### src/hw/rtl/kvf_pkg.sv
`default_nettype none
// ----------------------------------------------------------------------------
// kvf_pkg
// Shared constants and types of the versioned key-value floor lookup core.
// ----------------------------------------------------------------------------
package kvf_pkg;

   localparam int KEY_SLOTS     = 16;
   localparam int HISTORY_DEPTH = 64;
   localparam int KEY_BITS      = 32;
   localparam int VALUE_BITS    = 32;
   localparam int TIME_BITS     = 31;
   localparam int STATUS_BITS   = 3;
   localparam int QUEUE_DEPTH   = 2;

   localparam int SLOT_W  = (KEY_SLOTS > 1) ? $clog2(KEY_SLOTS) : 1;
   localparam int CNT_W   = $clog2(HISTORY_DEPTH + 1);
   localparam int IDX_W   = (HISTORY_DEPTH > 1) ? $clog2(HISTORY_DEPTH) : 1;
   localparam int MEM_DEPTH = KEY_SLOTS * HISTORY_DEPTH;
   localparam int ADDR_W  = (MEM_DEPTH > 1) ? $clog2(MEM_DEPTH) : 1;
   localparam int QPTR_W  = (QUEUE_DEPTH > 1) ? $clog2(QUEUE_DEPTH) : 1;
   localparam int QCNT_W  = $clog2(QUEUE_DEPTH + 1);

   localparam int REQ_DATA_W = 96;
   localparam int RSP_DATA_W = 40;

   localparam logic OP_SET = 1'b0;
   localparam logic OP_GET = 1'b1;

   localparam logic [STATUS_BITS-1:0] ST_STORED     = 3'd0;
   localparam logic [STATUS_BITS-1:0] ST_FOUND      = 3'd1;
   localparam logic [STATUS_BITS-1:0] ST_NOT_FOUND  = 3'd2;
   localparam logic [STATUS_BITS-1:0] ST_TABLE_FULL = 3'd3;
   localparam logic [STATUS_BITS-1:0] ST_HIST_FULL  = 3'd4;
   localparam logic [STATUS_BITS-1:0] ST_TIME_BAD   = 3'd5;

   typedef struct packed {
      logic                  is_get;
      logic                  hit;
      logic                  table_full;
      logic [SLOT_W-1:0]     slot;
      logic [VALUE_BITS-1:0] value;
      logic [TIME_BITS-1:0]  stamp;
   } job_type;

   typedef struct packed {
      logic [TIME_BITS-1:0]  stamp;
      logic [VALUE_BITS-1:0] value;
   } hist_entry_type;

   localparam int HIST_W = $bits(hist_entry_type);

endpackage
`default_nettype wire

### src/hw/rtl/kvf_front.sv
`default_nettype none
// ----------------------------------------------------------------------------
// kvf_front
// Accepts requests, matches the key against the tag table, allocates slots.
// ----------------------------------------------------------------------------
module kvf_front (
   input  wire logic                         clock,
   input  wire logic                         reset,
   input  wire logic                         req_valid,
   input  wire logic                         req_opcode,
   input  wire logic [kvf_pkg::KEY_BITS-1:0] req_key,
   input  wire logic [kvf_pkg::VALUE_BITS-1:0] req_value,
   input  wire logic [kvf_pkg::TIME_BITS-1:0]  req_stamp,
   input  wire logic                         push_ready,
   output logic                              push_valid,
   output kvf_pkg::job_type                  push_job
);
   import kvf_pkg::*;

   logic [KEY_BITS-1:0] slot_tags_ff [KEY_SLOTS];
   logic [KEY_SLOTS-1:0] slot_valid_ff;
   logic                match;
   logic [SLOT_W-1:0]   match_slot;
   logic                free;
   logic [SLOT_W-1:0]   free_slot;
   logic                accept;

   always_comb begin
      match      = 1'b0;
      match_slot = '0;
      free       = 1'b0;
      free_slot  = '0;
      for (int s = KEY_SLOTS - 1; s >= 0; s--) begin
         if (slot_valid_ff[s] && slot_tags_ff[s] == req_key) begin
            match      = 1'b1;
            match_slot = SLOT_W'(s);
         end
         if (!slot_valid_ff[s]) begin
            free      = 1'b1;
            free_slot = SLOT_W'(s);
         end
      end
   end

   assign accept     = req_valid && push_ready;
   assign push_valid = req_valid;

   always_comb begin
      push_job.is_get     = (req_opcode == OP_GET);
      push_job.hit        = match || (req_opcode == OP_SET && free);
      push_job.table_full = !match && !free;
      push_job.slot       = match ? match_slot : free_slot;
      push_job.value      = req_value;
      push_job.stamp      = req_stamp;
   end

   always_ff @(posedge clock) begin
      if (reset) begin
         slot_valid_ff <= '0;
      end else if (accept && req_opcode == OP_SET && !match && free) begin
         slot_valid_ff[free_slot] <= 1'b1;
      end
   end

   always_ff @(posedge clock) begin
      if (accept && req_opcode == OP_SET && !match && free) begin
         slot_tags_ff[free_slot] <= req_key;
      end
   end

endmodule
`default_nettype wire

### config.mk
export PLATFORM = sky130hd
export DESIGN_NAME = kvf_front
export DESIGN_NICKNAME = d
export VERILOG_FILES = /design/src/hw/rtl/kvf_pkg.sv /design/src/hw/rtl/kvf_front.sv
export SDC_FILE = /design/constraint.sdc
export NUM_CORES = 1
export LEC_CHECK = 0
export ABC_AREA = 1
export BUFFER_PORTS_ARGS = -buffer_cell sky130_fd_sc_hd__buf_2
export CAP_MARGIN = 20
export CORE_ASPECT_RATIO = 0.7
export CORE_UTILIZATION = 35
export CTS_BUF_LIST = sky130_fd_sc_hd__clkbuf_2 sky130_fd_sc_hd__clkbuf_4 sky130_fd_sc_hd__clkbuf_8
export CTS_CLUSTER_DIAMETER = 60
export CTS_CLUSTER_SIZE = 12
export DETAILED_ROUTE_END_ITERATION = 10
export SYNTH_ARGS = -nofsm -noshare
export SYNTH_HDL_FRONTEND = slang
export SYNTH_SLANG_ARGS = --single-unit
### constraint.sdc
create_clock -name clock -period 5.7 [get_ports clock]
set_clock_uncertainty 0.2 [all_clocks]
set_input_delay 1.14 -clock clock [delete_from_list [all_inputs] [get_ports clock]]
set_output_delay 1.14 -clock clock [all_outputs]
set_load 0.005 [all_outputs]
# Word level (Yosys, flattened, before mapping)
# Memories as Yosys holds them, arrays and structs flattened.
# Index checks and enable logic that the tools add are counted.
# word_totals
reg_bits,16
ramBits,512
inputBits,100
output_inout_bits,71
word_cells,117
mem_count,1
# classes
n_lt_le_gt_ge,2
eq_ne,16
muxes,69
n_bitwise,2
n_reduce_logical,26
# memory_table
memory,depth,word_bits,rd,rd_clocked_by_memory_dff,write_ports,line,text
slot_tags_ff,16,32,16,0,1,kvf_front.sv:20,logic [KEY_BITS-1:0] slot_tags_ff [KEY_SLOTS];
# ops
op,count
$eq 32x32->1,16
$mux 4,33
$mux 1,35
$logic_and 1x1->1,23
$or 16x16->16,1
$lt 4x5->1 const B,1
$demux 1 s4,1
$ge 4x1->1 const B,1
$logic_not 1->1,2
$logic_or 1x1->1,1
$not 1->1,1

# Depth between registers and ports, before layout
# depth
ltp_word,23
depth_mapped,27
depth_no_buf,25

# Worst setup path after synthesis
# No wires, ideal clock.
# synth_path
path_kind,input port to flip-flop
start,in req_key[23] in the netlist's numbering
end,"mem slot_tags_ff[11][0], enable pin"
setup_ns,0.423
t_arrival_ns,3.879
required_ns,5.077
slack_ns,1.198
path_stages,15
n_path_buf,2
path_cell_list,buf_4 > inv_2 > buf_6 > or2_0 > o2111ai_1 > nor3_1 > nand2_1 > nor2_1 > nand3_2 > nand2_2 > nor2_2 > nand2_2 > nor2_8 > nand3_2 > nor2_1
# synth_between
elab_chain_len,23
elab_cells_between_ends,53
cone_classes,eq/ne (16); mux (18); reduce/logical (19)
# synth_lines
item,line,text
from (decl),kvf_front.sv:11,"input wire logic [kvf_pkg::KEY_BITS-1:0] req_key,"
$eq 32x32->1,kvf_front.sv:34,if (slot_valid_ff[s] && slot_tags_ff[s] == req_key) begin
$logic_and 1x1->1,kvf_front.sv:34,
$mux 1 (15 in series),kvf_front.sv:34,
$mux 1 (*),kvf_front.sv:34,
$logic_not 1->1 (*),kvf_front.sv:66,if (accept && req_opcode == OP_SET && !match && free) begin
$logic_and 1x1->1 (*) (2 in series),kvf_front.sv:66,
$mux 1 (*),kvf_front.sv:66,
$mux 1 (not written as such) (*),kvf_front.sv:67,slot_tags_ff[free_slot] <= req_key;
to (decl),kvf_front.sv:20,
# Mark *: on every way between the ends. The rest lies on a longest branch, timed or not.

==> results.txt <==
Overflow after GRT: 0
Synth top area cells: edfxtp_1 64%, nand2_1 7.1%, xnor2_1 4.8%, buf_4 3.0%, nor2_1 2.7%
Worst reg2reg path depth: 8
Nets: 2195
Die Y: 221 microns
DR vias: 16900
# resized after CTS: 0
Area growth, synth to finish: 8.50%
Port bufs: 44
Die Footprint: 69500 sq um
Slew headroom: 0.256
Peak supply drop: 0.000171 V
WP data arrival: 4.11 ns
Die Wd: 315 microns
Vias in the first global route: 15600
Via-to-Cell Ratio: 5.61
Worst slew pin tran: 1.11 ns
Startpoint Class: input port
Hold WC Path Type: flip-flop to flip-flop
Initial antenna violation count: 3
# DRC: 0
Cell Pwr Density: 272 nW/um^2
Share of cells above drive strength 1: 0.145
Critical R2R Launch: slot_valid_ff[11]
Hold Path Depth: 2
Post-synth EDFFs: 512
First-pass GRT wire length: 113000 microns
Yosys cell types: 55
Post-synth top area cell: edfxtp_1
WS Path Type: input port to output port
Hold Crit Start: slot_valid_ff[12]
Placed cell areas: 25100 sq um
FF-to-FF End: slot_tags_ff[5][28]
Core ar.: 67000 sq um
Clock tree buffer depth: 3
Final hold vios: 0
CP max FO: 20
Gr usage total: 0.227
# Post-CTS Setup Buffers: 0
Critical Path Sink Type: output port
Mapped Nets: 2150
Fmax achieved: 0.183 GHz
Seq/Total Area, Yosys: 0.656
ANT cells: 0
Commonest cells in the synthesized netlist: 512 x edfxtp_1, 450 x nand2_1, 172 x nor2_1, 130 x xnor2_1, 118 x o21ai_0
Yosys reg bits: 528
Synth Warn #: 0
Clock sink count: 528
FF-to-FF setup slack: 2.04 ns
Period utilization: 0.956
Largest net degree at the start of global routing: 34
Clock latency on the worst-skew pair: 0.66 ns
LEAKAGE: 0.00885 uW
Cell count after synthesis: 2050
DR pass1 iterations: 5
Register area: 15700 sq um
DR iter-0 viols: 2647
Finished Cell Area: 26000 sq um
CTS tree: built
Area occupied by multi-input gates: 6790 sq um
Endpoints failing setup: 0
Final WL: 80600 microns
Average wire per standard cell: 26.8 microns
Most common cell in the synthesized netlist: edfxtp_1
Fin. max-slew vios: 0
Number of top-level pins: 171
Setup TNS: 0 ns
WHS Endpoint: slot_valid_ff[12]
GP Congestion: 0.943
Final ANT Viol Nets: 0
Fill cell count: 6477
Synth top area share: 0.642
Max-cap violations: 0
Mean post-synth cell area: 11.7 sq um
CTS clk-pin slew, worst paths: 0.08 ns
Clock tree root driver cell: clkbuf_8
RSZ-0062 raised after global routing: false
CTS buffer count: 49
Fraction of registers with async set/reset: 0
Post-detail-place hpwl: 52400 microns
Fin crit period: 5.45 ns
Htree depth: 2
Prevailing post-synth register cell: edfxtp_1
Initial Utilization: 0.357
Row count: 79
Outcome: complete, no violations
Worst path required time: 4.36 ns
Synthesized area: 23900 sq um
Cts hold-fix bufs: 0
how the worst max path moves through the flow:
stage | startpoint | to | slack, ns
global route | req_key[21] | push_job[64] | 0.11
finish | req_key[10] | push_job[64] | 0.25
CTS | req_key[10] | push_job[64] | 0.35
floorplan | req_key[23] | slot_tags_ff[11][0] | 1.20
detailed placement | req_key[10] | push_job[64] | 0.36
global placement | req_key[10] | push_job[64] | 0.34
sequential cells by signal, summed over array words and instances, names as in the netlist:
| signal | flops |
|---|---|
| slot_valid_ff | 16 |
| slot_tags_ff | 512 |
final cells by class:
class | instances | area share
flip-flops and latches | 528 | 0.604
inverters | 118 | 0.0171
clock buffers | 70 | 0.0325
repair buffers | 140 | 0.0415
well taps | 891 | 0.0429
clock inverters | 1 | 0.000289
multi-input cells | 1258 | 0.261
per-layer routing:
metal / up-vias / GRT usage / routed length [microns] / part of all wire
met2: 1193 / 0.311 / 32600 / 0.41
li1: 7213 / - / - / -
met1: 8328 / 0.352 / 35100 / 0.44
met5: - / 0 / 13 / 0.00016
met3: 122 / 0.0663 / 11400 / 0.14
met4: 2 / 0.0451 / 1450 / 0.018
cell families after synthesis:
group,after synthesis,synth area share
buffers and inverters,264,0.0644
DFF,528,0.656
AOI/OAI and AO/OA,310,0.0807
xor gates and xnor gates,146,0.0534
and+or+nand+nor,802,0.146
worst max-delay path: stages:
cell and delay (ns):
buf_2 0.13, inv_2 0.57, o21ai_0 0.18, nor4_1 0.58, nand4_1 0.14, nor2_1 0.16, nand3_1 0.25, nand2_1 0.23
nor2_4 0.05, nand2_2 0.11, nor2_8 0.07, nor2_1 0.12, o21ai_0 0.11, o21ai_0 0.10, buf_2 0.15
placed cells by master (no fill, tap or decap), types with 22 or more instances in the layout:
cell type  netlist  layout
clkbuf_8         0      51
buf_4           97      85
a211oi_1        27      27
or2_2           22      22
edfxtp_1       512     512
nand4_1         30      30
nand3_1         37      37
nor4_1          26      26
o21ai_0        118     118
inv_2           26      26
nor2_1         172     156
xnor2_1        130     130
buf_2           24      44
inv_1           90      90
nand2_1        450     450
o22ai_1         56      56
o21ai_1         30      30
through the flow:
| step | std cells | util | setup WS (ns) | total power (uW) | hold WS, ns |
|---|---|---|---|---|---|
| finish | 3006 | 0.388 | 0.250 | 7070 | 0.316 |
| global route | 3006 | 0.388 | 0.109 | 7250 | 0.355 |
| CTS | 3004 | 0.387 | 0.355 | 7070 | 0.303 |
| detailed placement | 2933 | 0.374 | 0.359 | 4900 | 0.284 |
| global placement | 2933 | 0.374 | 0.342 | 4900 | 0.281 |
| floorplan | 2050 | - | 1.20 | 4650 | 0.263 |
report_power, final:
group,switching [uW],leakage (uW),internal (uW)
clock network,1300,0.000454,937
logic,425,0.00366,151
registers,4.77,0.00473,4260
No activity file was read; power rests on OpenSTA's default activity.
