===== src/hw/rtl/kvf_pkg.sv =====
`default_nettype none
// ----------------------------------------------------------------------------
// kvf_pkg
// Shared constants and types of the versioned key-value floor lookup core.
// ----------------------------------------------------------------------------
package kvf_pkg;

   localparam int KEY_SLOTS     = 16;
   localparam int HISTORY_DEPTH = 64;
   localparam int KEY_BITS      = 32;
   localparam int VALUE_BITS    = 32;
   localparam int TIME_BITS     = 31;
   localparam int STATUS_BITS   = 3;
   localparam int QUEUE_DEPTH   = 2;

   localparam int SLOT_W  = (KEY_SLOTS > 1) ? $clog2(KEY_SLOTS) : 1;
   localparam int CNT_W   = $clog2(HISTORY_DEPTH + 1);
   localparam int IDX_W   = (HISTORY_DEPTH > 1) ? $clog2(HISTORY_DEPTH) : 1;
   localparam int MEM_DEPTH = KEY_SLOTS * HISTORY_DEPTH;
   localparam int ADDR_W  = (MEM_DEPTH > 1) ? $clog2(MEM_DEPTH) : 1;
   localparam int QPTR_W  = (QUEUE_DEPTH > 1) ? $clog2(QUEUE_DEPTH) : 1;
   localparam int QCNT_W  = $clog2(QUEUE_DEPTH + 1);

   localparam int REQ_DATA_W = 96;
   localparam int RSP_DATA_W = 40;

   localparam logic OP_SET = 1'b0;
   localparam logic OP_GET = 1'b1;

   localparam logic [STATUS_BITS-1:0] ST_STORED     = 3'd0;
   localparam logic [STATUS_BITS-1:0] ST_FOUND      = 3'd1;
   localparam logic [STATUS_BITS-1:0] ST_NOT_FOUND  = 3'd2;
   localparam logic [STATUS_BITS-1:0] ST_TABLE_FULL = 3'd3;
   localparam logic [STATUS_BITS-1:0] ST_HIST_FULL  = 3'd4;
   localparam logic [STATUS_BITS-1:0] ST_TIME_BAD   = 3'd5;

   typedef struct packed {
      logic                  is_get;
      logic                  hit;
      logic                  table_full;
      logic [SLOT_W-1:0]     slot;
      logic [VALUE_BITS-1:0] value;
      logic [TIME_BITS-1:0]  stamp;
   } job_type;

   typedef struct packed {
      logic [TIME_BITS-1:0]  stamp;
      logic [VALUE_BITS-1:0] value;
   } hist_entry_type;

   localparam int HIST_W = $bits(hist_entry_type);

endpackage
`default_nettype wire


===== src/hw/rtl/kvf_queue.sv =====
`default_nettype none
// ----------------------------------------------------------------------------
// kvf_queue
// Short FIFO of classified jobs between the front and the back end.
// ----------------------------------------------------------------------------
module kvf_queue (
   input  wire logic             clock,
   input  wire logic             reset,
   input  wire logic             push_valid,
   input  wire kvf_pkg::job_type push_job,
   output logic                  push_ready,
   output logic                  pop_valid,
   output kvf_pkg::job_type      pop_job,
   input  wire logic             pop_ready
);
   import kvf_pkg::*;

   job_type             slots_ff [QUEUE_DEPTH];
   logic [QPTR_W-1:0]   wr_ptr_ff;
   logic [QPTR_W-1:0]   rd_ptr_ff;
   logic [QCNT_W-1:0]   count_ff;
   logic                do_push;
   logic                do_pop;

   assign push_ready = (count_ff != QCNT_W'(QUEUE_DEPTH));
   assign pop_valid  = (count_ff != '0);
   assign pop_job    = slots_ff[rd_ptr_ff];
   assign do_push    = push_valid && push_ready;
   assign do_pop     = pop_valid && pop_ready;

   always_ff @(posedge clock) begin
      if (reset) begin
         wr_ptr_ff <= '0;
         rd_ptr_ff <= '0;
         count_ff  <= '0;
      end else begin
         if (do_push) begin
            wr_ptr_ff <= (wr_ptr_ff == QPTR_W'(QUEUE_DEPTH - 1)) ? '0 : wr_ptr_ff + 1'b1;
         end
         if (do_pop) begin
            rd_ptr_ff <= (rd_ptr_ff == QPTR_W'(QUEUE_DEPTH - 1)) ? '0 : rd_ptr_ff + 1'b1;
         end
         if (do_push && !do_pop) begin
            count_ff <= count_ff + 1'b1;
         end else if (!do_push && do_pop) begin
            count_ff <= count_ff - 1'b1;
         end
      end
   end

   always_ff @(posedge clock) begin
      if (do_push) begin
         slots_ff[wr_ptr_ff] <= push_job;
      end
   end

endmodule
`default_nettype wire


===== config.mk =====
export PLATFORM = sky130hd
export DESIGN_NAME = kvf_queue
export DESIGN_NICKNAME = d
export VERILOG_FILES = /design/src/hw/rtl/kvf_pkg.sv /design/src/hw/rtl/kvf_queue.sv
export SDC_FILE = /design/constraint.sdc
export NUM_CORES = 1
export LEC_CHECK = 0
export BUFFER_PORTS_ARGS = -buffer_cell sky130_fd_sc_hd__buf_4
export CORE_MARGIN = 4
export CORE_UTILIZATION = 52
export DETAILED_ROUTE_END_ITERATION = 16
export PLACE_DENSITY = 0.8
export SYNTH_ARGS = -nofsm -noshare
export SYNTH_HDL_FRONTEND = slang
export SYNTH_SLANG_ARGS = --single-unit

===== constraint.sdc =====
create_clock -name clock -period 3.82 [get_ports clock]
set_clock_uncertainty 0.1 [all_clocks]
set_input_delay 0.573 -clock clock [delete_from_list [all_inputs] [get_ports clock]]
set_output_delay 0.573 -clock clock [all_outputs]
set_load 0.01 [all_outputs]

-- Word-level counts from Yosys, hierarchy flattened
Memory sizes are Yosys's and may differ from the RTL's. A register that Yosys moved wholly into a read port is not among the register bits.
Index checks and enable logic that the tools add are counted.
- $add $sub $neg: 4
- equality and inequality tests: 1
- mux-type cells: 8
- reduce and logical (&&, ||, !) cells: 8
- operator list (cell ; number):
    2-to-1 mux 1 bit ; 6
    logical AND 1 bit ; 4
    2-to-1 mux 2 bit ; 2
    nonzero test 2 bit ; 2
    adder 1 bit, second input constant ; 2
    adder 2 x 1 -> 2 bit, second input constant ; 1
    zero test 1 bit ; 2
    inequality test 2 bit, second input constant ; 1
    subtractor 2 x 1 -> 2 bit, second input constant ; 1
- bits in registers: 4
- memory bits (writable): 140
- input bits: 74
- logic and storage cells: 25
- memories: 1
- memories (memory ; words ; width ; read ports ; clocked after memory_dff ; wr ports ; line ; RTL):
    slots_ff ; 2 ; 70 ; 1 ; 1 ; 1 ; kvf_queue.sv:18 ; job_type slots_ff [QUEUE_DEPTH];

-- Longest topological paths before layout
Gate-level depths: netlist of run 1.
- depth in word-level cells: 6
- gate-level depth with buffers: 6
- mapped depth without buffers: 6

-- Worst setup path before layout of run 1
Ideal clock, no wire load.
- path type: reg-to-reg
- start: register count_ff[0]
- end: memory slots_ff[1][0] (netlist bit), enable pin
- data arrival time: 2.328 ns
- required time: 3.284 ns
- slack: 0.956 ns
- cell stages (with the launch flop): 3
- period minus slack after synthesis: 2.864 ns
- cells stage by stage: dfxtp_1 nand2b_1 and3_1
- word-level cells in the longest chain between the ends: 4
- ends and longest elaborated chain (what ; line ; RTL):
    start, declared ; kvf_queue.sv:21 ; logic [QCNT_W-1:0] count_ff;
    start signal, assigned ; kvf_queue.sv:44 ; count_ff <= count_ff + 1'b1;
    start signal, assigned ; kvf_queue.sv:46 ; count_ff <= count_ff - 1'b1;
    inequality test 2 bit ; kvf_queue.sv:25 ; assign push_ready = (count_ff != QCNT_W'(QUEUE_DEPTH));
    named net push_ready ; kvf_queue.sv:11 ; output logic push_ready,
    logical AND 1 bit ; kvf_queue.sv:28 ; assign do_push = push_valid && push_ready;
    2-to-1 mux 1 bit ; kvf_queue.sv:52 ; if (do_push) begin
    2-to-1 mux 1 bit (implied by the code) ; kvf_queue.sv:53 ; slots_ff[wr_ptr_ff] <= push_job;
    end, declared ; kvf_queue.sv:18 ;
The timed path passes the listed nets, and every way through them passes these cells.

==> impl_summary.md, run 1 <==
Run status
The flow ran to the end, and the final reports show no timing, DRC or antenna violations.

Power
Of the total power, registers draw 0.455. Of the total power, the share spent switching nets is 0.263. The logic gate share of total power is 0.230. The net load switching power is 1240 µW. The power after layout is 4710 µW. IR analysis of the VDD net gives a maximum drop of 436 µV. In this run the static leakage power is 0.00262 µW. The proportion of power drawn by the clock network is 0.316.

For this design the ratio of total power to cell area is 669 nW/µm². The internal power is 3480 µW.

Synthesis
For this run, the register share of the synthesized area comes to 0.819. In the post-synthesis netlist, the biggest area contributors are edfxtp_1, mux2_2, dfxtp_1. The post-synthesis cell area is 5260 µm². Synthesis inferred 145 register bits. The mean post-synth cell area is 21.7 µm². The cell count after synthesis is 242. The biggest area contributor in the post-synthesis netlist is edfxtp_1. Yosys printed 0 warnings. Yosys mapped the design onto 17 distinct sky130hd cell types.

Of the post-synthesis cell area, the dominant cell type holds 0.800. The number of nets handed over by synthesis was 317.

Cells and area
In the final layout, the share of cells above drive strength 1 is 0.609. After routing the design area is 7050 µm². Leaving out fill and tap cells, the most frequent cells in the layout are buf_4, edfxtp_1, mux2_2.

The repair_antennas step left the layout with diodes totalling 0. Counting the fill cells in the layout gives 655. Compared with the post-synthesis result, the final layout area differs by 34.1%.

The net count of the finished layout is 474. Leaving out fill and tap cells, the most frequent cell in the layout is buf_4.

Clock tree
The count of hold-fix buffers inserted at cts is 0. The clock passes through at most 2 buffers. The clock sink total is 145. The clock latency on the worst-skew pair is 510 ps.

The total number of H-tree levels is 4. TritonCTS built the clock tree. Gates resized during post-CTS repair numbered 0. The CTS buffer count is 17. The post-CTS clock slew at the launch and capture registers of the worst setup and hold paths is 60 ps.

The root cell of the clock tree is clkbuf_8. After clock tree synthesis, the setup repair step added 0 buffers.

Floorplan
After floorplanning, the core was divided into 36 placement rows. In this run the count of I/O pins placed on the die edge is 146. For this configuration, the core starts out at a cell density of 0.535. The die area is 11,800 µm². The floorplan step set the die height to 109 µm. The area of the core is 9820 µm². The x dimension of the die is 109 µm.

Routing
The post-route antenna net violation count is 0. The final routed wirelength across all metal layers is 9.43 mm. The first-iteration detailed-routing DRC count is 118.

Dividing the detail-routed via count by the number of cells gives 5.01. The average wire per standard cell is 17.3 µm. The pre-antenna-repair detailed-routing pass consisted of 4 iterations.

The count of vias placed by the detailed router is 2,731. The post-detailed-route DRC marker count is 0.

GRT
After global routing the overflow that remains totals 0. The first global-routing pass estimated 14.1 mm of wire. The number of global-route vias before repair is 2,887. Entering global routing, the biggest net connects 71 pins. Across every metal layer, demand over resource in global routing totals 0.163. The number of antenna violations at the first check in global routing is 0.

Worst setup path
The largest incremental delay on the critical path is 980 ps. Traced cell by cell, the critical path runs through mux2_2 > buf_4. The slowest stage of the critical path is the dfxtp_4 cell. Data on the critical path arrives at its endpoint at 2100 ps. The worst setup path is captured at an output port. STA puts the critical path data required time at 3150 ps. The setup path with the least slack is of type register to output port.

The startpoint kind of the worst setup timing path is a register. The maximum fanout encountered on the critical timing path is 70.

Timing
For the final routed database, the setup TNS stands at 0 ps. The number of hold violations in the final report is 0. In the finished design, the share of the clock period the worst path needs comes to 0.726. The total count of max-transition violations in the final report came to 0. Setup repair after global routing left no endpoint under its margin. For the finished layout, the period the worst path requires is 2770 ps. Setup violations remaining at the end of the flow were counted as 0. The headroom to the max-slew limit is 0.355.

The fmax is 361 MHz. The pin slew with the least headroom to its limit is 968 ps.

Placed design
The detailed placement HPWL is 6.07 mm. Routability-driven placement finished with a final weighted congestion of 0.684. The number of port buffers is 145.

The standard cell area after detailed placement is 6500 µm².

Run
The count of max-cap constraint violations is 0.

Hold path
The path category of the worst min-delay check is input pin to register.
worst paths after layout:
path	slack, ps	startpoint	to	cells past startpoint
max	1050	register	pop_job[50]	2
min	140	push_job[25]	slots_ff[1][25]$_DFFE_PP_	1
max reg2reg	1700	count_ff[0]$_SDFFE_PP0P_	slots_ff[0][7]$_DFFE_PP_	4
min reg2reg	420	rd_ptr_ff$_SDFFE_PP0P_	rd_ptr_ff$_SDFFE_PP0P_	2
synth_stat cells:
cell / n
or2_2: 1
ha_1: 1
a21oi_1: 2
edfxtp_1: 140
o21ai_0: 2
mux2_2: 70
or3_1: 1
and2_1: 1
nand3b_1: 1
a21bo_2: 1
inv_1: 1
nand2b_1: 1
buf_2: 8
and3_1: 1
dfxtp_1: 5
nor2_1: 3
xor2_1: 3
flip-flops by register name, summed over array words and instances (netlist names), named ones only:
| name | count |
|---|---|
| wr_ptr_ff | 1 |
| slots_ff | 140 |
| rd_ptr_ff | 1 |
| count_ff | 2 |
logic make-up after synthesis:
family / after synthesis / synth area share
xor gates and xnor gates: 3 / 0.00500
AOI/OAI and AO/OA: 5 / 0.00571
buffers and inverters: 9 / 0.00833
muxes: 70 / 0.150
and+or+nand+nor: 9 / 0.00953
DFF: 145 / 0.819
adders and majority gates: 1 / 0.00238
metal layers:
metal  vias up  global-route usage  share of wire
li1       1275                   -              -
met1      1334               0.191           0.40
met2       102               0.263           0.49
met3        20              0.0728          0.084
met4         0              0.0667          0.020
met5         -                   0              0
per-stage QoR:
stage	utilization	setup slack [ps]	std cells	hold WS (ps)
detailed placement	0.662	1560	513	408
finish	0.718	1050	545	142
global route	0.718	944	545	109
floorplan	-	956	242	371
CTS	0.718	1000	545	119
global placement	0.662	1540	513	383
layout make-up:
type / instances / area, µm² / area share
clock buffers: 17 / 414 / 0.0588
clock inverters: 15 / 135 / 0.0192
inverters: 1 / 3.75 / 0.000533
multi-input cells: 88 / 912 / 0.129
flip-flops and latches: 145 / 4310 / 0.611
well taps: 133 / 166 / 0.0236
repair buffers: 146 / 1110 / 0.157
worst max-delay path, delay by kind of cell (launching register included):
family,cells,cell delay (ps)
buf+inv,1,150
flops,1,980
mux,1,450
power by group through the flow:
stage / registers (µW) / logic, µW / clock network (µW)
2_1_floorplan: 2070 / 658 / 0
3_3_place_gp: 2170 / 1080 / 0
3_5_place_dp: 2180 / 1100 / 0
4_1_cts: 2150 / 1100 / 1520
5_1_grt: 2170 / 1160 / 1590
6_report: 2140 / 1080 / 1490
Note: power is estimated with default switching activity, not from simulation.
==> inputs of run 2 (changes only) <==
==> constraint.sdc (replaced) <==
create_clock -name clock -period 2.6 [get_ports clock]
set_clock_uncertainty 0.1 [all_clocks]
set_input_delay 0.39 -clock clock [delete_from_list [all_inputs] [get_ports clock]]
set_output_delay 0.39 -clock clock [all_outputs]
set_load 0.01 [all_outputs]
==> run 2 against run 1 <==
Net effect:
- clock power grew 68%
- non-clock buffer count grew 76
- clock-buffer cell count grew 3
- first-iteration DRC count grew 25%
- sequential share of layout area shrank 6.4 points
- sequential power grew 43%
==> impl_summary.md, run 2 (synthesis gave the netlist of run 1 again) <==
Clock tree
The post-CTS clock slew at the launch and capture registers of the worst setup and hold paths is 60 ps (about the same). The clock tree from TritonCTS is done (unchanged). The clock sink total is 145 (unchanged). The clock latency on the worst-skew pair is 510 ps (about the same). The total number of H-tree levels is 4 (unchanged). The number of buffers inserted to repair setup after CTS is 0 (unchanged). The root cell of the clock tree is clkbuf_8 (unchanged). The worst-case clock buffer depth is 2 (unchanged). The CTS buffer count was 17 (unchanged).

Hold path
The terminating pin of the worst hold path is wr_ptr_ff$_SDFFE_PP0P_ (was slots_ff[1][25]$_DFFE_PP_). The number of stages on the worst hold path is 3 (was 1). The path category of the worst min-delay check is input pin to register (unchanged). The launch instance of the worst min-delay path is push_valid (was push_job[25]).

Placed design
The placement-stage worst setup slack is 728 ps (was 1560 ps). The detailed placement HPWL is 6.65 mm (was 6.07 mm). The placer's final routability congestion estimate is 0.718 (was 0.684). The number of port buffers is 145 (unchanged).

Cells and area
The flip-flop count of the largest register after layout is 140 (unchanged). The antenna cell count is 0 (unchanged). The final net count is 550 (was 474). The proportion of layout cells with a drive suffix above 1 was 0.517 (was 0.609). The most frequent standard cell in the layout excluding fill and tap cells is buf_4 (unchanged). The synthesis-to-finish area growth came to 49.9% (was 34.1%). The most flop-heavy register is slots_ff (unchanged). Commonest cells after routing, fill and taps aside: buf_4, edfxtp_1, dlygate4sd3_1 (was buf_4, edfxtp_1, mux2_2). Largest registers: slots_ff: 140 flops, count_ff: 2 flops (unchanged).

Timing
The fmax is 428 MHz. The headroom to the max-slew limit came to 0.636 (was 0.355). Counting I/O delays and the setup requirement, the final critical path takes 2340 ps. The total negative slack came to 0 ps (unchanged). The final worst setup slack is 263 ps (was 1050 ps). Of the available clock period, the critical path in the final layout requires 0.899. RSZ-0062 raised after global routing: false (unchanged). The total count of max-transition violations in the final report is 0 (unchanged). The number of hold violations in the final report is 0 (unchanged).

The pin slew with the least headroom to its limit is 546 ps (was 968 ps). The final count of negative-setup-slack endpoints was 0 (unchanged).

GRT
The maximum number of pins on one net before global-route repair is 42 (was 71). The global-route wire length before repair is 17.4 mm (was 14.1 mm). The number of antenna violations at the first check in global routing is 0 (unchanged). The number of global-route vias before repair is 3,429 (was 2,887). The total global routing track utilization is 0.202 (was 0.163). The sum of overflow across all layers after global routing is 0 (unchanged).

Worst setup path
The capture instance of the worst register-to-register path is slots_ff[0][11]$_DFFE_PP_ (was slots_ff[0][7]$_DFFE_PP_). The launch instance of the worst register-to-register path was count_ff[0]$_SDFFE_PP0P_ (unchanged). The slack of the worst reg-to-reg path is 680 ps (was 1700 ps). The maximum fanout encountered on the critical timing path came to 39 (was 70). The arrival time of data at the critical path endpoint is 1850 ps (was 2100 ps).

The number of cells on the worst reg-to-reg path is 4 (unchanged). The endpoint class of the critical path was an output port (unchanged). The critical path required time came to 2110 ps (was 3150 ps). The startpoint kind of the worst setup timing path is a register (unchanged). The path type of the worst setup path is register to output port (unchanged).

Routing
The count of vias placed by the detailed router is 3,036 (was 2,731). The post-detailed-route via-to-cell ratio is 4.90 (was 5.01). The post-detailed-route DRC marker count came to 0 (unchanged).

The first-iteration detailed-routing DRC count is 148 (was 118). The average wire per standard cell is 18.2 µm (was 17.3 µm). The number of search-and-repair iterations in the first detailed-routing pass is 4 (unchanged).

The final routed wirelength across all metal layers is 11.3 mm (was 9.43 mm). The post-route antenna net violation count is 0 (unchanged).

Floorplan
The vertical extent of the die came to 109 µm (unchanged). The number of standard-cell rows in the floorplan is 36 (unchanged). The number of primary I/O pins is 146 (unchanged). The area of the core is 9820 µm² (unchanged).

The effective utilization at floorplan is 0.535 (unchanged). The die area was 11,800 µm² (unchanged). The x dimension of the die is 109 µm (unchanged).

Run
The count of max-cap constraint violations is 0 (unchanged).

Power
The power density relative to cell area is 938 nW/µm² (was 669 nW/µm²). The worst IR drop on VDD is 616 µV (was 436 µV). The leakage power figure is 0.00298 µW (was 0.00262 µW).

Run status
Status: complete, no violations (unchanged).
==> run 2: changes by cell type in the layout (fill, tap and decap cells not counted), moves of 3 or more <==
cell	change
inv_6	-4
clkinvlp_4	-4
dlygate4sd3_1	+71
clkbuf_1	+3
buf_4	+4
bufinv_16	+4
==> run 2: power by group <==
| group | internal [µW] | switching [µW] |
|---|---|---|
| logic | 1010 | 830 |
| registers | 2930 | 125 |
| clock network | 1640 | 861 |
| total | 5580 | 1810 |
==> run 2: critical path, cell delays in order (launching register included) <==
cell	delay (ps)
dfxtp_4	510
buf_12	270
mux2_2	380
buf_4	150
==> run 2: per-layer routing <==
metal	wire length [µm]	share of wire	up-vias	global-route usage
met5	0	0	-	0
met2	6250	0.55	100	0.361
li1	-	-	1422	-
met1	4220	0.37	1492	0.219
met4	265	0.023	0	0.101
met3	565	0.050	22	0.0549
==> run 2: repair_timing <==
| item | 4_1_cts | 5_1_grt |
|---|---|---|
| hold buffers | 71 | 0 |
| resized for setup | 0 | 0 |
| setup endpoints to repair | 0 | 0 |
| endpoints found under the hold margin | 145 | 0 |
==> run 2: final cells by class <==
type	count	area [µm²]
Timing Repair Buffer	222	1870
Clock buffer	20	425
Sequential cell	145	4310
Fill cell	519	1940
Tap cell	133	166
Inverter	1	7.51
Multi-Input combinational cell	88	912
Clock inverter	11	188
==> run 2: per-stage QoR <==
| stage | utilization | power (µW) | std cells | instance area [µm²] | hold WS [ps] |
|---|---|---|---|---|---|
| 2_1_floorplan | - | 4000 | 242 | 5260 | 359 |
| 3_3_place_gp | 0.667 | 4800 | 518 | 6550 | 390 |
| 3_5_place_dp | 0.667 | 4850 | 518 | 6550 | 408 |
| 4_1_cts | 0.802 | 7440 | 620 | 7880 | 56.2 |
| 5_1_grt | 0.802 | 7710 | 620 | 7880 | 102 |
| 6_report | 0.802 | 7390 | 620 | 7880 | 119 |
==> run 2: worst max-delay path by stage <==
stage / startpoint / to / depth (start not counted)
floorplan: count_ff[0]$_SDFFE_PP0P_ / slots_ff[0][0]$_DFFE_PP_ / 3
global route: register / pop_job[16] / 3
finish: register / pop_job[67] / 3
global placement: register / pop_job[67] / 3
CTS: register / pop_job[67] / 3
detailed placement: count_ff[0]$_SDFFE_PP0P_ / slots_ff[0][15]$_DFFE_PP_ / 4
==> inputs of run 3 (changes only) <==
--- a/config.mk
+++ b/config.mk
@@ -7,9 +7,9 @@
 export LEC_CHECK = 0
 export BUFFER_PORTS_ARGS = -buffer_cell sky130_fd_sc_hd__buf_4
 export CORE_MARGIN = 4
-export CORE_UTILIZATION = 52
+export CORE_UTILIZATION = 35
 export DETAILED_ROUTE_END_ITERATION = 16
-export PLACE_DENSITY = 0.8
+export REMOVE_ABC_BUFFERS = 1
 export SYNTH_ARGS = -nofsm -noshare
 export SYNTH_HDL_FRONTEND = slang
 export SYNTH_SLANG_ARGS = --single-unit
==> run 3 against run 2 <==
Net effect:
- worst setup slack gained 36 ps
- critical path depth unchanged
- critical endpoint is now pop_job[6]
- highest routed layer unchanged
- global-route usage down 7.9 points
- critical path type unchanged
- sequential share of layout area up 4.8 points
- first-iteration DRC count fell by 36%
- fmax grew 1.6%
- routed wire length decreased by 8.1%
==> impl_summary.md, run 3 (synthesis gave the netlist of run 1 again) <==
Run status
Status: complete, no violations (unchanged).

Cells and area
The flip-flop count of the largest register after layout is 140 (unchanged). The utilization after layout is 0.494 (was 0.802). The synthesis-to-finish area growth was 37.7% (was 49.9%).

The proportion of layout cells with a drive suffix above 1 is 0.604 (was 0.517). Commonest cells after routing, fill and taps aside: buf_4, edfxtp_1, mux2_2 (was buf_4, edfxtp_1, dlygate4sd3_1). The final standard cell area without fillers is 7240 µm² (was 7880 µm²). The most flop-heavy register is slots_ff (unchanged). Largest registers: slots_ff: 140 flops, count_ff: 2 flops (unchanged).

The post-route non-filler standard cell count is 601 (was 620). The final net count is 479 (was 550). The antenna cell count is 0 (unchanged). The most frequent standard cell in the layout excluding fill and tap cells is buf_4 (unchanged).

The number of fillers in the final layout is 1,241 (was 519).

Worst setup path
The number of stages on the worst setup path was 3 (unchanged). The maximum fanout encountered on the critical timing path is 22 (was 39). The cell that appears most often on the critical path is buf_4. The launch instance of the worst register-to-register path was count_ff[0]$_SDFFE_PP0P_ (unchanged). The capture instance of the worst register-to-register path was slots_ff[1][49]$_DFFE_PP_ (was slots_ff[0][11]$_DFFE_PP_). The endpoint class of the critical path is an output port (unchanged). The arrival time of data at the critical path endpoint is 1810 ps (was 1850 ps). The cell class contributing the biggest share of worst-path delay is flip-flops (unchanged). The destination of the critical timing path is pop_job[6] (was pop_job[67]). The critical-path cell with the highest stage delay is dfxtp_4 (unchanged). The slack of the worst reg-to-reg path came to 770 ps (was 680 ps). The number of cells on the worst reg-to-reg path is 3 (was 4). The startpoint kind of the worst setup timing path is a register (unchanged).

The number of buffer and inverter stages on the critical path is 2 (unchanged). The largest incremental delay on the critical path is 540 ps (was 510 ps). The path type of the worst setup path is register to output port (unchanged). Worst path cell trace: buf_4 > mux2_2 > buf_4 (was buf_12 > mux2_2 > buf_4). The critical path required time was 2110 ps (about the same).

Clock tree
The CTS buffer count is 17 (unchanged). The post-CTS clock slew at the launch and capture registers of the worst setup and hold paths is 60 ps (about the same). The clock sink total is 145 (unchanged). The clock tree from TritonCTS is done (unchanged). The clock latency on the worst-skew pair is 410 ps (was 510 ps).

The root cell of the clock tree is clkbuf_16 (was clkbuf_8). The worst-case clock buffer depth came to 2 (unchanged). The number of gates resized after cts is 0 (unchanged). The total number of H-tree levels is 4 (unchanged).

The number of buffers inserted to repair setup after CTS was 0 (unchanged). The count of hold-fix buffers inserted at cts was 0 (was 71).

GRT
The sum of overflow across all layers after global routing is 0 (unchanged). The total global routing track utilization is 0.123 (was 0.202). The number of global-route vias before repair came to 2,981 (was 3,429).

The global-route wire length before repair came to 15.3 mm (was 17.4 mm). The number of antenna violations at the first check in global routing is 0 (unchanged). The maximum number of pins on one net before global-route repair is 37 (was 42).

Timing
The total negative slack came to 0 ps (unchanged). The headroom to the max-slew limit is 0.661 (was 0.636). The total count of max-transition violations in the final report is 0 (unchanged). The final count of negative-setup-slack endpoints is 0 (unchanged). RSZ-0062 raised after global routing: false (unchanged). The fmax came to 435 MHz (was 428 MHz). The final worst setup slack is 300 ps (was 263 ps). The share of the cycle needed by the critical path after routing came to 0.885 (was 0.899).

The number of hold violations in the final report is 0 (unchanged). The pin slew with the least headroom to its limit is 508 ps (was 546 ps). The final period demand of the worst path was 2300 ps (was 2340 ps).

Routing
The average wire per standard cell is 17.3 µm (was 18.2 µm). The number of search-and-repair iterations in the first detailed-routing pass came to 4 (unchanged). The count of vias placed by the detailed router is 2,757 (was 3,036). The post-detailed-route via-to-cell ratio is 4.59 (was 4.90). The final routed wirelength across all metal layers is 10.4 mm (was 11.3 mm). The post-detailed-route DRC marker count is 0 (unchanged).

The first-iteration detailed-routing DRC count is 95 (was 148). The post-route antenna net violation count came to 0 (unchanged).

Run
The count of max-cap constraint violations is 0 (unchanged).

Floorplan
The x dimension of the die is 131 µm (was 109 µm). The die area was 17,000 µm² (was 11,800 µm²). The vertical extent of the die is 131 µm (was 109 µm).

The effective utilization at floorplan is 0.359 (was 0.535). The area of the core is 14,600 µm² (was 9820 µm²). The number of primary I/O pins was 146 (unchanged). The number of standard-cell rows in the floorplan is 44 (was 36).

Placed design
The instance count after placement with tap cells included was 569 (was 518). The number of port buffers is 145 (unchanged). The placement-stage worst setup slack is 686 ps (was 728 ps). The standard cell area after detailed placement is 6610 µm² (was 6550 µm²). The placer's final routability congestion estimate was 0.699 (was 0.718). The detailed placement HPWL came to 6.86 mm (was 6.65 mm).

Power
The leakage power figure was 0.00269 µW (was 0.00298 µW). The worst IR drop on VDD was 672 µV (was 616 µV). The power density relative to cell area is 1020 nW/µm² (was 938 nW/µm²).

Hold path
The path category of the worst min-delay check is input pin to register (unchanged). The launch instance of the worst min-delay path is push_job[59] (was push_valid).
## run 3: cell count changes in the layout (fill, tap and decap cells not counted)
cell | previous run | this run
clkbuf_1 | 3 | 1
clkbuf_16 | 16 | 17
clkbuf_8 | 1 | 0
clkinv_1 | 2 | 5
clkinv_2 | 1 | 3
clkinv_4 | 2 | 0
dlygate4sd3_1 | 71 | 0
## run 3: worst min path at each step
stage,to,slack (ps),depth (start not counted)
after global placement,count_ff[1]$_SDFFE_PP0P_,380,2
after CTS,slots_ff[1][32]$_DFFE_PP_,40,1
after floorplan,count_ff[1]$_SDFFE_PP0P_,360,1
after detailed placement,rd_ptr_ff$_SDFFE_PP0P_,400,2
after global routing,slots_ff[0][59]$_DFFE_PP_,30,1
final,slots_ff[0][59]$_DFFE_PP_,60,1
## run 3: power by group
group	leakage [µW]	internal (µW)	switching [µW]
sequential	0.00135	2920	121
clock	0.000297	1680	884
combinational	0.00105	936	800
total	0.00269	5540	1810
## run 3: cell type report
cell class                 instances  area [µm²]  area share
sequential                       145        4310       0.595
timing repair buffer             151        1160       0.160
multi-input combinational         88         912       0.126
clock buffer                      18         429      0.0593
tap                              184         230      0.0318
clock inverter                    14         194      0.0268
inverter                           1        5.00    0.000692
## run 3: metrics by stage
stage	hold slack (ps)	total power [µW]
3_5_place_dp	401	4880
6_report	61.0	7350
2_1_floorplan	359	3990
5_1_grt	34.1	7670
4_1_cts	37.2	7470
3_3_place_gp	383	4840
## run 3: metal layers
metal  global-route usage  wire (µm)  up-vias  part of all wire
li1                     -          -     1279                 -
met1                0.145       4220     1366              0.41
met2                0.199       5160      100              0.50
met3               0.0541        855       12             0.082
met4               0.0472        147        0             0.014
met5                    0          0        -                 0
